<file path="src/sv/lbcf_pkg.sv">
// ----------------------------------------------------------------------------
// lbcf_pkg
// Shared types, constants and helpers for the level bar with charge fill.
// ----------------------------------------------------------------------------
`default_nettype none

package lbcf_pkg;

    // Bar geometry (LED_COUNT may be 1..32)
    localparam int LED_COUNT = 10;
    localparam int FILL_W    = $clog2(LED_COUNT + 1);
    localparam int LED_W     = 10;

    // Field widths
    localparam int PCT_W     = 7;
    localparam int ACC_W     = 10;
    localparam int TICK_W    = 16;
    localparam int CFG_IDX_W = 2;

    // Percentage limits
    localparam logic [ACC_W-1:0] ACC_MAX   = ACC_W'(999);
    localparam logic [ACC_W-1:0] PCT_LIMIT = ACC_W'(100);

    // Lit LED count = p * LED_COUNT / 100, by reciprocal (exact for p <= 100)
    localparam int LIT_SHIFT = 17;
    localparam int LIT_MUL   = LED_COUNT * 1311;
    localparam int LIT_MUL_W = $clog2(LIT_MUL + 1);
    localparam int LIT_PROD_W = PCT_W + LIT_MUL_W;

    // Item kinds
    localparam logic KIND_BYTE = 1'b0;
    localparam logic KIND_TICK = 1'b1;

    // Characters
    localparam logic [7:0] CHAR_LF    = 8'h0A;
    localparam logic [7:0] CHAR_CR    = 8'h0D;
    localparam logic [7:0] CHAR_COMMA = 8'h2C;
    localparam logic [7:0] CHAR_ZERO  = 8'h30;
    localparam logic [7:0] CHAR_NINE  = 8'h39;

    // Configuration register indexes and reset values
    localparam logic [CFG_IDX_W-1:0] CFG_STEP_TICKS  = CFG_IDX_W'(0);
    localparam logic [CFG_IDX_W-1:0] CFG_PAUSE_TICKS = CFG_IDX_W'(1);
    localparam logic [TICK_W-1:0]    STEP_TICKS_RST  = TICK_W'(1000);
    localparam logic [TICK_W-1:0]    PAUSE_TICKS_RST = TICK_W'(200);

    typedef struct packed {
        logic       kind;
        logic [7:0] rx_byte;
    } item_t;

    typedef struct packed {
        logic [LED_W-1:0] led_bar;
        logic             charging_now;
        logic [PCT_W-1:0] shown_percent;
    } result_t;

    typedef struct packed {
        logic [TICK_W-1:0] step_ticks;
        logic [TICK_W-1:0] pause_ticks;
    } cfg_t;

    // Completed line from the parser
    typedef struct packed {
        logic             done;
        logic [PCT_W-1:0] percent;
        logic             flag;
    } line_t;

    // Map the internal bar onto the fixed-width LED output
    function automatic logic [LED_W-1:0] to_led(input logic [LED_COUNT-1:0] bar);
        logic [LED_W-1:0] r;
        r = '0;
        for (int j = 0; j < LED_COUNT && j < LED_W; j++) begin
            r[j] = bar[j];
        end
        return r;
    endfunction

endpackage

`default_nettype wire

</file>
<file path="src/sv/lbcf_parser.sv">
// ----------------------------------------------------------------------------
// lbcf_parser
// Line parser: builds the percentage and charging flag from serial bytes.
// ----------------------------------------------------------------------------
`default_nettype none

module lbcf_parser (
    input  wire logic          clk,
    input  wire logic          rst_n,
    input  wire logic          en,
    input  wire lbcf_pkg::item_t item,
    output lbcf_pkg::line_t    line
);
    import lbcf_pkg::*;

    logic             line_started_reg, line_started_next;
    logic [1:0]       comma_count_reg, comma_count_next;
    logic [ACC_W-1:0] percent_acc_reg, percent_acc_next;
    logic             flag_acc_reg, flag_acc_next;

    logic [3:0]       digit;
    logic [13:0]      acc_x10;
    logic             is_digit;
    logic             is_eol;

    always_comb
    begin
        digit    = 4'(item.rx_byte - CHAR_ZERO);
        is_digit = (item.rx_byte >= CHAR_ZERO) && (item.rx_byte <= CHAR_NINE);
        is_eol   = (item.rx_byte == CHAR_LF) || (item.rx_byte == CHAR_CR);
        acc_x10  = {1'b0, percent_acc_reg, 3'b000} + {3'b000, percent_acc_reg, 1'b0}
                   + {10'd0, digit};

        line_started_next = line_started_reg;
        comma_count_next  = comma_count_reg;
        percent_acc_next  = percent_acc_reg;
        flag_acc_next     = flag_acc_reg;

        line.done    = 1'b0;
        line.flag    = flag_acc_reg;
        line.percent = (percent_acc_reg > PCT_LIMIT) ? PCT_W'(PCT_LIMIT)
                                                     : PCT_W'(percent_acc_reg);

        if (item.kind == KIND_BYTE) begin
            if (is_eol) begin
                if (line_started_reg) begin
                    line.done         = 1'b1;
                    line_started_next = 1'b0;
                    comma_count_next  = 2'd0;
                    percent_acc_next  = '0;
                    flag_acc_next     = 1'b0;
                end
            end else if (item.rx_byte == CHAR_COMMA) begin
                line_started_next = 1'b1;
                if (comma_count_reg != 2'd2) begin
                    comma_count_next = comma_count_reg + 2'd1;
                end
            end else if (is_digit) begin
                line_started_next = 1'b1;
                if (comma_count_reg == 2'd0) begin
                    percent_acc_next = (acc_x10 > 14'(ACC_MAX)) ? ACC_MAX
                                                                : ACC_W'(acc_x10);
                end else if (comma_count_reg == 2'd1 && digit != 4'd0) begin
                    flag_acc_next = 1'b1;
                end
            end
        end
    end

    always_ff @(posedge clk or negedge rst_n)
    begin
        if (!rst_n) begin
            line_started_reg <= 1'b0;
            comma_count_reg  <= 2'd0;
            percent_acc_reg  <= '0;
            flag_acc_reg     <= 1'b0;
        end else if (en) begin
            line_started_reg <= line_started_next;
            comma_count_reg  <= comma_count_next;
            percent_acc_reg  <= percent_acc_next;
            flag_acc_reg     <= flag_acc_next;
        end
    end

endmodule

`default_nettype wire

</file>
<file path="src/sv/lbcf_display.sv">
// ----------------------------------------------------------------------------
// lbcf_display
// Bar state and charge-fill animation; produces the result of each item.
// ----------------------------------------------------------------------------
`default_nettype none

module lbcf_display (
    input  wire logic          clk,
    input  wire logic          rst_n,
    input  wire logic          en,
    input  wire logic          kind,
    input  wire lbcf_pkg::line_t line,
    input  wire lbcf_pkg::cfg_t  cfg,
    output lbcf_pkg::result_t  result
);
    import lbcf_pkg::*;

    localparam logic [1:0] PHASE_IDLE  = 2'd0;
    localparam logic [1:0] PHASE_FILL  = 2'd1;
    localparam logic [1:0] PHASE_PAUSE = 2'd2;

    logic [PCT_W-1:0]     stored_percent_reg, stored_percent_next;
    logic                 charging_reg, charging_next;
    logic [1:0]           phase_reg, phase_next;
    logic [FILL_W-1:0]    fill_index_reg, fill_index_next;
    logic [TICK_W-1:0]    tick_timer_reg, tick_timer_next;
    logic                 byte_seen_reg, byte_seen_next;
    logic [LED_COUNT-1:0] bar_reg, bar_next;

    logic [PCT_W-1:0]      rs_percent;
    logic                  rs_charging;
    logic [LIT_PROD_W-1:0] lit_prod;
    logic [FILL_W-1:0]     lit;
    logic [FILL_W-1:0]     fill_inc;
    logic [TICK_W:0]       timer_inc;
    logic                  do_restart;

    always_comb
    begin
        // Restart source: new line on a byte, stored values on a tick
        rs_percent  = (kind == KIND_BYTE) ? line.percent : stored_percent_reg;
        rs_charging = (kind == KIND_BYTE) ? line.flag    : charging_reg;
        lit_prod    = LIT_PROD_W'(rs_percent) * LIT_PROD_W'(LIT_MUL);
        lit         = FILL_W'(lit_prod >> LIT_SHIFT);
        fill_inc    = fill_index_reg + FILL_W'(1);
        timer_inc   = {1'b0, tick_timer_reg} + (TICK_W+1)'(1);

        stored_percent_next = stored_percent_reg;
        charging_next       = charging_reg;
        phase_next          = phase_reg;
        fill_index_next     = fill_index_reg;
        tick_timer_next     = tick_timer_reg;
        byte_seen_next      = byte_seen_reg;
        bar_next            = bar_reg;
        do_restart          = 1'b0;

        if (kind == KIND_BYTE) begin
            if (phase_reg == PHASE_FILL) begin
                byte_seen_next = 1'b1;
            end
            if (line.done) begin
                stored_percent_next = line.percent;
                charging_next       = line.flag;
                do_restart          = (phase_reg == PHASE_IDLE);
            end
        end else begin
            case (phase_reg)
                PHASE_FILL:
                begin
                    if (timer_inc >= {1'b0, cfg.step_ticks}) begin
                        if (byte_seen_reg) begin
                            do_restart = 1'b1;
                        end else begin
                            tick_timer_next = '0;
                            fill_index_next = fill_inc;
                            if (fill_inc >= FILL_W'(LED_COUNT)) begin
                                phase_next = PHASE_PAUSE;
                            end else begin
                                for (int i = 0; i < LED_COUNT; i++) begin
                                    bar_next[i] = bar_reg[i] | (FILL_W'(i) == fill_inc);
                                end
                            end
                        end
                    end else begin
                        tick_timer_next = TICK_W'(timer_inc);
                    end
                end
                PHASE_PAUSE:
                begin
                    if (timer_inc >= {1'b0, cfg.pause_ticks}) begin
                        do_restart = 1'b1;
                    end else begin
                        tick_timer_next = TICK_W'(timer_inc);
                    end
                end
                default:
                begin
                end
            endcase
        end

        if (do_restart) begin
            tick_timer_next = '0;
            byte_seen_next  = 1'b0;
            for (int i = 0; i < LED_COUNT; i++) begin
                bar_next[i] = (FILL_W'(i) < lit) || (rs_charging && FILL_W'(i) == lit);
            end
            if (!rs_charging) begin
                phase_next = PHASE_IDLE;
            end else begin
                fill_index_next = lit;
                phase_next = (lit < FILL_W'(LED_COUNT)) ? PHASE_FILL : PHASE_PAUSE;
            end
        end

        result.led_bar       = to_led(bar_next);
        result.charging_now  = charging_next;
        result.shown_percent = stored_percent_next;
    end

    always_ff @(posedge clk or negedge rst_n)
    begin
        if (!rst_n) begin
            stored_percent_reg <= '0;
            charging_reg       <= 1'b0;
            phase_reg          <= PHASE_IDLE;
            fill_index_reg     <= '0;
            tick_timer_reg     <= '0;
            byte_seen_reg      <= 1'b0;
            bar_reg            <= '0;
        end else if (en) begin
            stored_percent_reg <= stored_percent_next;
            charging_reg       <= charging_next;
            phase_reg          <= phase_next;
            fill_index_reg     <= fill_index_next;
            tick_timer_reg     <= tick_timer_next;
            byte_seen_reg      <= byte_seen_next;
            bar_reg            <= bar_next;
        end
    end

endmodule

`default_nettype wire

</file>
<file path="src/sv/level_bar_with_charge_fill.sv">
// ----------------------------------------------------------------------------
// level_bar_with_charge_fill
// Parses "percent[,flag]" lines from serial bytes and drives a thermometer
// bar with a charge-fill animation paced by millisecond ticks.
// ----------------------------------------------------------------------------
// Each request is either a received byte or a millisecond tick, and each
// produces exactly one result showing the bar, charging flag and clamped
// percentage after that request. The block takes one request per cycle
// unless the result register is full and stalled. A request first waits
// in the input register, then the single-pass update writes the parser and
// animation state and the result register together, and the result is
// presented from the result register. Both channels hold while stalled;
// when the result register is full and stalled and the input register holds
// a request, that request stays put and stall rises on the input side.
// The configuration port is always ready; write step_ticks (index 0) and
// pause_ticks (index 1) only while no request is in flight.
`default_nettype none

module level_bar_with_charge_fill (
    input  wire logic                         clk,
    input  wire logic                         rst_n,
    input  wire logic                         in_valid,
    output logic                              in_stall,
    input  wire lbcf_pkg::item_t              in_data,
    output logic                              out_valid,
    input  wire logic                         out_stall,
    output lbcf_pkg::result_t                 out_data,
    input  wire logic                         cfg_valid,
    output logic                              cfg_ready,
    input  wire logic [lbcf_pkg::CFG_IDX_W-1:0] cfg_index,
    input  wire logic [lbcf_pkg::TICK_W-1:0]  cfg_data
);
    import lbcf_pkg::*;

    logic    item_valid_reg;
    item_t   item_reg;
    logic    out_valid_reg;
    result_t out_data_reg;
    cfg_t    cfg_reg;

    logic    advance;
    logic    update_en;
    line_t   line;
    result_t result;

    // Move the pending request into the result register when it is free
    // or being taken this cycle
    assign advance   = !out_valid_reg || !out_stall;
    assign update_en = item_valid_reg && advance;
    assign in_stall  = item_valid_reg && !advance;
    assign cfg_ready = 1'b1;
    assign out_valid = out_valid_reg;
    assign out_data  = out_data_reg;

    // Input register: load whenever the held request moves on or none is held
    always_ff @(posedge clk or negedge rst_n)
    begin
        if (!rst_n) begin
            item_valid_reg <= 1'b0;
        end else if (!in_stall) begin
            item_valid_reg <= in_valid;
        end
    end

    always_ff @(posedge clk)
    begin
        if (!in_stall && in_valid) begin
            item_reg <= in_data;
        end
    end

    // Result register
    always_ff @(posedge clk or negedge rst_n)
    begin
        if (!rst_n) begin
            out_valid_reg <= 1'b0;
        end else if (advance) begin
            out_valid_reg <= item_valid_reg;
        end
    end

    always_ff @(posedge clk)
    begin
        if (update_en) begin
            out_data_reg <= result;
        end
    end

    // Configuration registers; drop writes to unknown indexes
    always_ff @(posedge clk or negedge rst_n)
    begin
        if (!rst_n) begin
            cfg_reg.step_ticks  <= STEP_TICKS_RST;
            cfg_reg.pause_ticks <= PAUSE_TICKS_RST;
        end else if (cfg_valid && cfg_ready) begin
            case (cfg_index)
                CFG_STEP_TICKS:  cfg_reg.step_ticks  <= cfg_data;
                CFG_PAUSE_TICKS: cfg_reg.pause_ticks <= cfg_data;
                default:
                begin
                end
            endcase
        end
    end

    lbcf_parser u_parser (
        .clk   (clk),
        .rst_n (rst_n),
        .en    (update_en),
        .item  (item_reg),
        .line  (line)
    );

    lbcf_display u_display (
        .clk    (clk),
        .rst_n  (rst_n),
        .en     (update_en),
        .kind   (item_reg.kind),
        .line   (line),
        .cfg    (cfg_reg),
        .result (result)
    );

endmodule

`default_nettype wire
</file>
<file path="config.mk">
export PLATFORM = sky130hd
export DESIGN_NAME = level_bar_with_charge_fill
export DESIGN_NICKNAME = d
export VERILOG_FILES = /design/src/sv/lbcf_pkg.sv /design/src/sv/lbcf_parser.sv /design/src/sv/lbcf_display.sv /design/src/sv/level_bar_with_charge_fill.sv
export SDC_FILE = /design/constraint.sdc
export NUM_CORES = 1
export LEC_CHECK = 0
export BUFFER_PORTS_ARGS = -buffer_cell sky130_fd_sc_hd__buf_2
export CAP_MARGIN = 10
export CORE_MARGIN = 3
export CORE_UTILIZATION = 45
export DETAILED_ROUTE_END_ITERATION = 12
export HOLD_SLACK_MARGIN = 0.08
export RECOVER_POWER = 50
export SLEW_MARGIN = 0
export SYNTH_ARGS = -nofsm -noshare
export SYNTH_HDL_FRONTEND = slang
export SYNTH_SLANG_ARGS = --single-unit
export TNS_END_PERCENT = 5
</file>
<file path="constraint.sdc">
create_clock -name clk -period 11.6 [get_ports clk]
set_clock_uncertainty 0.2 [all_clocks]
set_input_delay 1.16 -clock clk [delete_from_list [all_inputs] [get_ports clk]]
set_output_delay 1.16 -clock clk [all_outputs]
set_load 0.05 [all_outputs]
</file>
## Word level (Yosys, flattened, before mapping)

Index checks and enable logic that the tools add are counted.

- Add/subtract/negate cells: 6
- Multipliers: 1
- Magnitude comparators: 18
- Equal/unequal tests: 33
- Muxes and demuxes: 64
- Bitwise operators: 11
- Reductions and logical operators: 57

Operators by type and width:

| cell | count |
|---|---|
| $mux W10 | 12 |
| $mux W16 | 5 |
| $ge A17 B16 Y1 | 2 |
| $eq A3 B4 Y1 const A | 8 |
| $pmux W16 S2 | 1 |
| $mux W7 | 4 |
| $mux W2 | 12 |
| $mux W4 | 6 |
| $mux W1 | 23 |
| $mul A7 B13 Y20 const B | 1 |
| $reduce_bool A2 Y1 | 9 |
| $add A16 B1 Y17 const B | 1 |
| $eq A2 B4 Y1 const A | 4 |
| $eq A4 B4 Y1 const A | 4 |
| $eq A8 B4 Y1 const B | 2 |
| $lt A3 B4 Y1 const A | 4 |
| $logic_and A1 B1 Y1 | 15 |
| $add A13 B11 Y14 | 1 |
| $add A14 B4 Y14 | 1 |
| $gt A14 B10 Y1 const B | 1 |
| $logic_or A1 B1 Y1 | 12 |
| $reduce_and A6 Y1 | 2 |
| $gt A10 B7 Y1 const B | 1 |
| $or A1 B1 Y1 | 10 |
| other kinds (29) | 49 |

- Flip-flop bits (word level): 116
- Bits of input ports: 32
- Output and inout bits: 21
- Word-level logic and storage cells: 210

## Longest topological paths before layout

- Depth in word-level cells: 9
- Depth in mapped cells: 22
- Gate-level depth less buffers: 22

## Hierarchy

A second synthesis with hierarchy kept.

- Cells, all modules: 851
- Area total of the unflattened synthesis: 8692.1 sq um

By module, submodules not included:

| module | times used | cells an instance | area each (sq um) | sequential area each (sq um) |
|---|---|---|---|---|
| lbcf_display | 1 | 571 | 5031.1 | 1026.0 |
| level_bar_with_charge_fill | 1 | 105 | 2132.0 | 1672.9 |
| lbcf_parser | 1 | 175 | 1529.0 | 350.3 |

## Least setup slack after synthesis

No wires, ideal clock.

- Kind: reg-to-reg
- Start: reg u_parser.percent_acc_reg[9]
- End: reg out_data_reg (netlist bit out_data[12]), data pin
- Setup time: 262 ps
- Arrival: 5177 ps
- Required time: 11138 ps
- Setup slack: 5961 ps
- Cell stages (with the launch flop): 20
- Path through: dfrtp_1 or3_1 a31oi_1 nand2_1 o21ai_0 ha_1 ha_1 nor2_1 fa_1 fa_1 inv_1 ha_1 a21oi_1 o211ai_1 a221o_1 or4b_1 nand4_1 nand2_1 o211ai_1 a21oi_1

RTL lines:

| element | RTL line | RTL |
|---|---|---|
| from (decl) | lbcf_parser.sv:18 | `logic [ACC_W-1:0] percent_acc_reg, percent_acc_next;` |
| from (signal assigned) | lbcf_parser.sv:80 | `percent_acc_reg <= percent_acc_next;` |
| to (signal assigned) | level_bar_with_charge_fill.sv:85 | `out_data_reg <= result;` |
| to (decl) | level_bar_with_charge_fill.sv:38 | `result_t out_data_reg;` |

==> summary.md <==
| Metric | Value |
|---|---|
| TNS Setup | 0 ns |
| Kind of critical path | reg2reg |
| Slowest CP cell | o21ai_0 |
| Largest register FFs | 32 |
| Initial detailed-routing violation count | 360 |
| Hold_sp | item_valid_reg |
| Worst hold path depth | 1 |
| Syn avg cell area | 9.724 sq um |
| Layout cell share with drive strength beyond 1 | 15.26% |
| CTS clk-pin slew, worst paths | roughly 0.060 ns |
| Core footprint | 18,210 sq um |
| CTS buffer count | 17 |
| Root Driver | clkbuf_16 |
| Antenna violations before repair | 0 |
| Final ANT Viol Nets | 0 |
| F_max | between 150 and 200 MHz |
| GRT Total Usage | 19.03% |
| Sw Share | 31.70% |
| CP required | 11.54 ns |
| Crit path max-delay family | adder cells |
| Wirelength per Cell | roughly 16 um |
| Final worst slack | 5.361 ns |
| CTS tree | built |
| P_sw | about 420 uW |
| Register area share after synthesis | 36.00% |
| Slew Limit Fails | 92 |
| Failing checks | capacitance limit, slew limit |
| Drt first pass iters | 5 |
| Cell Int Power | 897.5 uW |
| Period utilization | between 50% and 60% |
| Antenna Cells | 0 |
| Leakage | roughly 0.0045 uW |
| Worst Path Arrival | just over 6 ns |
| Clock Path Buffers | 2 |
| Outcome | complete, but fails checks |
| Vias in the first global route | around 6,300 |
| GRT Residual Overflow | 0 |
| Clock share of power | between 30% and 40% |
| Hold_ws | 0.2885 ns |
| # rows | a little under 50 |
| Via total after detailed routing | about 6,400 |
| Fraction of registers with async set/reset | 76.72% |
| Pre-CTS WS | 5.419 ns |
| Final Hold Fails | 0 |
| Setup bufs post-CTS | 0 |
| Cells along the critical path | or3_1 -> a31oi_1 -> nand2_1 -> o21ai_0 -> ha_1 -> ha_1 -> nor2_1 -> fa_1 -> fa_1 -> inv_1 -> ha_1 -> a21oi_1 -> o211ai_1 -> a221o_1 -> or4b_1 -> nand4_1 -> nand2_1 -> o21ai_1 -> a21oi_1 |
| Area Overhead vs Synth | 11.86% |
| Synth unique cells | 79 |
| Slew margin rel. | -91.20% |
| Die Ht | 143.2 um |
| Startpoint Class | flip-flop |
| Yosys Warn Count | 0 |
| CTS Hold Bufs | 0 |
| Post-route insts no fill | 1,166 |
| Hpwl dp | 14.13 mm |
| Commonest register cell after synthesis | dfrtp_1 |
| Die Wd | 143.2 um |
| Die area | 20,500 sq um |
| # clock sinks | around 120 |
| Post-CTS Resized | 0 |
| Starting Density | 46.51% |
| Net count after synthesis | 1,027 |
| Type of the most critical hold path | reg2reg |
| Bufs and invs on worst path | 1 |
| Clk_lat worst skew | 0.42 ns |
| Port Buf Inserts | 51 |
| Synth Instances | 871 |
| Most frequent cells in the layout | ha_1, inv_1, nand2_1, dfrtp_1, buf_2 |
| # IOs | 53 |
| Combinational Power Share | 22.0% |
| Min Tclk post-route | 6.239 ns |
| P per Cell Area | about 140 nW/um^2 |
| Worst path depth | 19 |
| Worst-case reg-to-reg path depth | 19 |
| Worst Max-Slew Pin Slew | 2.868 ns |
| Reg-to-Reg Start | u_parser.percent_acc_reg[9] |
| Crit-path max FO | 5 |
| Largest net degree at the start of global routing | 55 |
| RSZ-0062 raised after global routing | no |
| Vias per cell | 5.530 |
| EDFF count, synth | 27 |
| Critical path endpoint category | flip-flop |
| Peak VDD IR | between 0.00009 and 0.0001 V |
| CP max stage delay | 0.57 ns |
| Flop pwr share | 40.3% |
| Placed cell count | 1,134 |
| Commonest non-fill, non-tap cell in the layout | ha_1 |
| H-Tree Depth | 4 |
| Drt total wl | between 15 and 20 mm |
| DRC violations left | 0 |
| Yosys reg bits | between 100 and 150 |
| CP Launch Point | u_parser.percent_acc_reg[9] |
| Cell repeated most along the worst path | ha_1 |
| Netlist Area Pre-Place | 8469 sq um |
| GPL Wtd Cong | 0.8653 |
| Nets | 1,080 |
| Max-Cap Viols | 2 |
| Setup Viol. Count Final | 0 |
| Global-route wire length before repair | 31.48 mm |
## per-layer routing
metal | part of all wire (%) | wire length (um) | track usage, %
met5 | 0 | 0 | 0
met4 | 1.8 | 335 | 6.403
met3 | 3.5 | 637 | 3.483
met2 | 45 | 8365 | 29.92
met1 | 49 | 9077 | 26.56
## final timing paths
| check | end | slack (ns) |
|---|---|---|
| min in group asynchronous | cfg_reg[0] | 1.16 |
| max reg2reg | out_data[16] | 5.36 |
| max in group asynchronous | u_parser.percent_acc_reg[0] | 6.48 |
| min | out_valid | 0.29 |
| max | out_data[16] | 5.36 |
| min reg2reg | out_valid | 0.29 |
## power groups by stage
stage          combinational [uW]  clock [uW]  sequential [uW]
2_1_floorplan                 187           0              564
4_1_cts                       293         506              530
6_report                      288         496              529
3_5_place_dp                  292           0              536
5_1_grt                       327         523              539
3_3_place_gp                  286           0              536
## cells in the mapped netlist (5+ instances only)
cell type,number,area (sq um)
ha_1,108,1351
inv_1,101,379.1
dfrtp_1,80,2002
nand2_1,80,300.3
o21ai_0,46,230.2
a21oi_1,44,220.2
nor2_1,40,150.1
nand3_1,37,185.2
edfxtp_1,27,810.8
mux2_2,26,292.8
a31oi_1,19,118.9
fa_1,16,320.3
nor3_1,16,80.08
clkbuf_1,15,56.30
xor2_1,13,113.9
a32o_1,11,110.1
nand2b_1,11,68.82
o211ai_1,11,82.58
nand4_1,10,62.56
xnor2_1,10,87.58
a2bb2oi_1,9,78.83
dfstp_2,9,236.5
nor3b_1,9,67.56
and3_1,8,50.05
a21o_1,7,52.55
nor2b_1,6,37.54
a32oi_1,5,43.79
nand3b_1,5,37.54
## area by class of cell
type	instances	area, sq um
Clock buffer	18	429.2
Clock inverter	14	130.1
Fill cell	1646	8735
Inverter	102	382.9
Multi-Input combinational cell	629	4901
Sequential cell	116	3049
Tap cell	229	286.5
Timing Repair Buffer	58	295.3
## worst register-to-register path, cell delays in order (launching register included)
cell,delay [ns]
dfrtp_1,0.41
or3_1,0.40
a31oi_1,0.37
nand2_1,0.12
o21ai_0,0.57
ha_1,0.39
ha_1,0.19
nor2_1,0.15
fa_1,0.48
fa_1,0.55
inv_1,0.05
ha_1,0.30
a21oi_1,0.13
o211ai_1,0.11
a221o_1,0.33
or4b_1,0.52
nand4_1,0.18
nand2_1,0.14
o21ai_1,0.26
a21oi_1,0.10
## stage by stage
step	power (uW)	instance area [sq um]	utilization [%]
floorplan	751.1	8469	-
global placement	822.3	8935	49.07
detailed placement	828.2	8935	49.07
CTS	1329	9494	52.14
global route	1389	9474	52.03
finish	1314	9474	52.03
## cell families after synthesis
group | share of synthesized area (%)
simple gates | 15.10
compound gates | 16.80
buf+inv | 6.131
xor+xnor | 2.378
fa+ha+maj | 19.74
flops | 36.00
other cells | 0.04428
mux | 3.811
(Power assumes the default switching activity.)
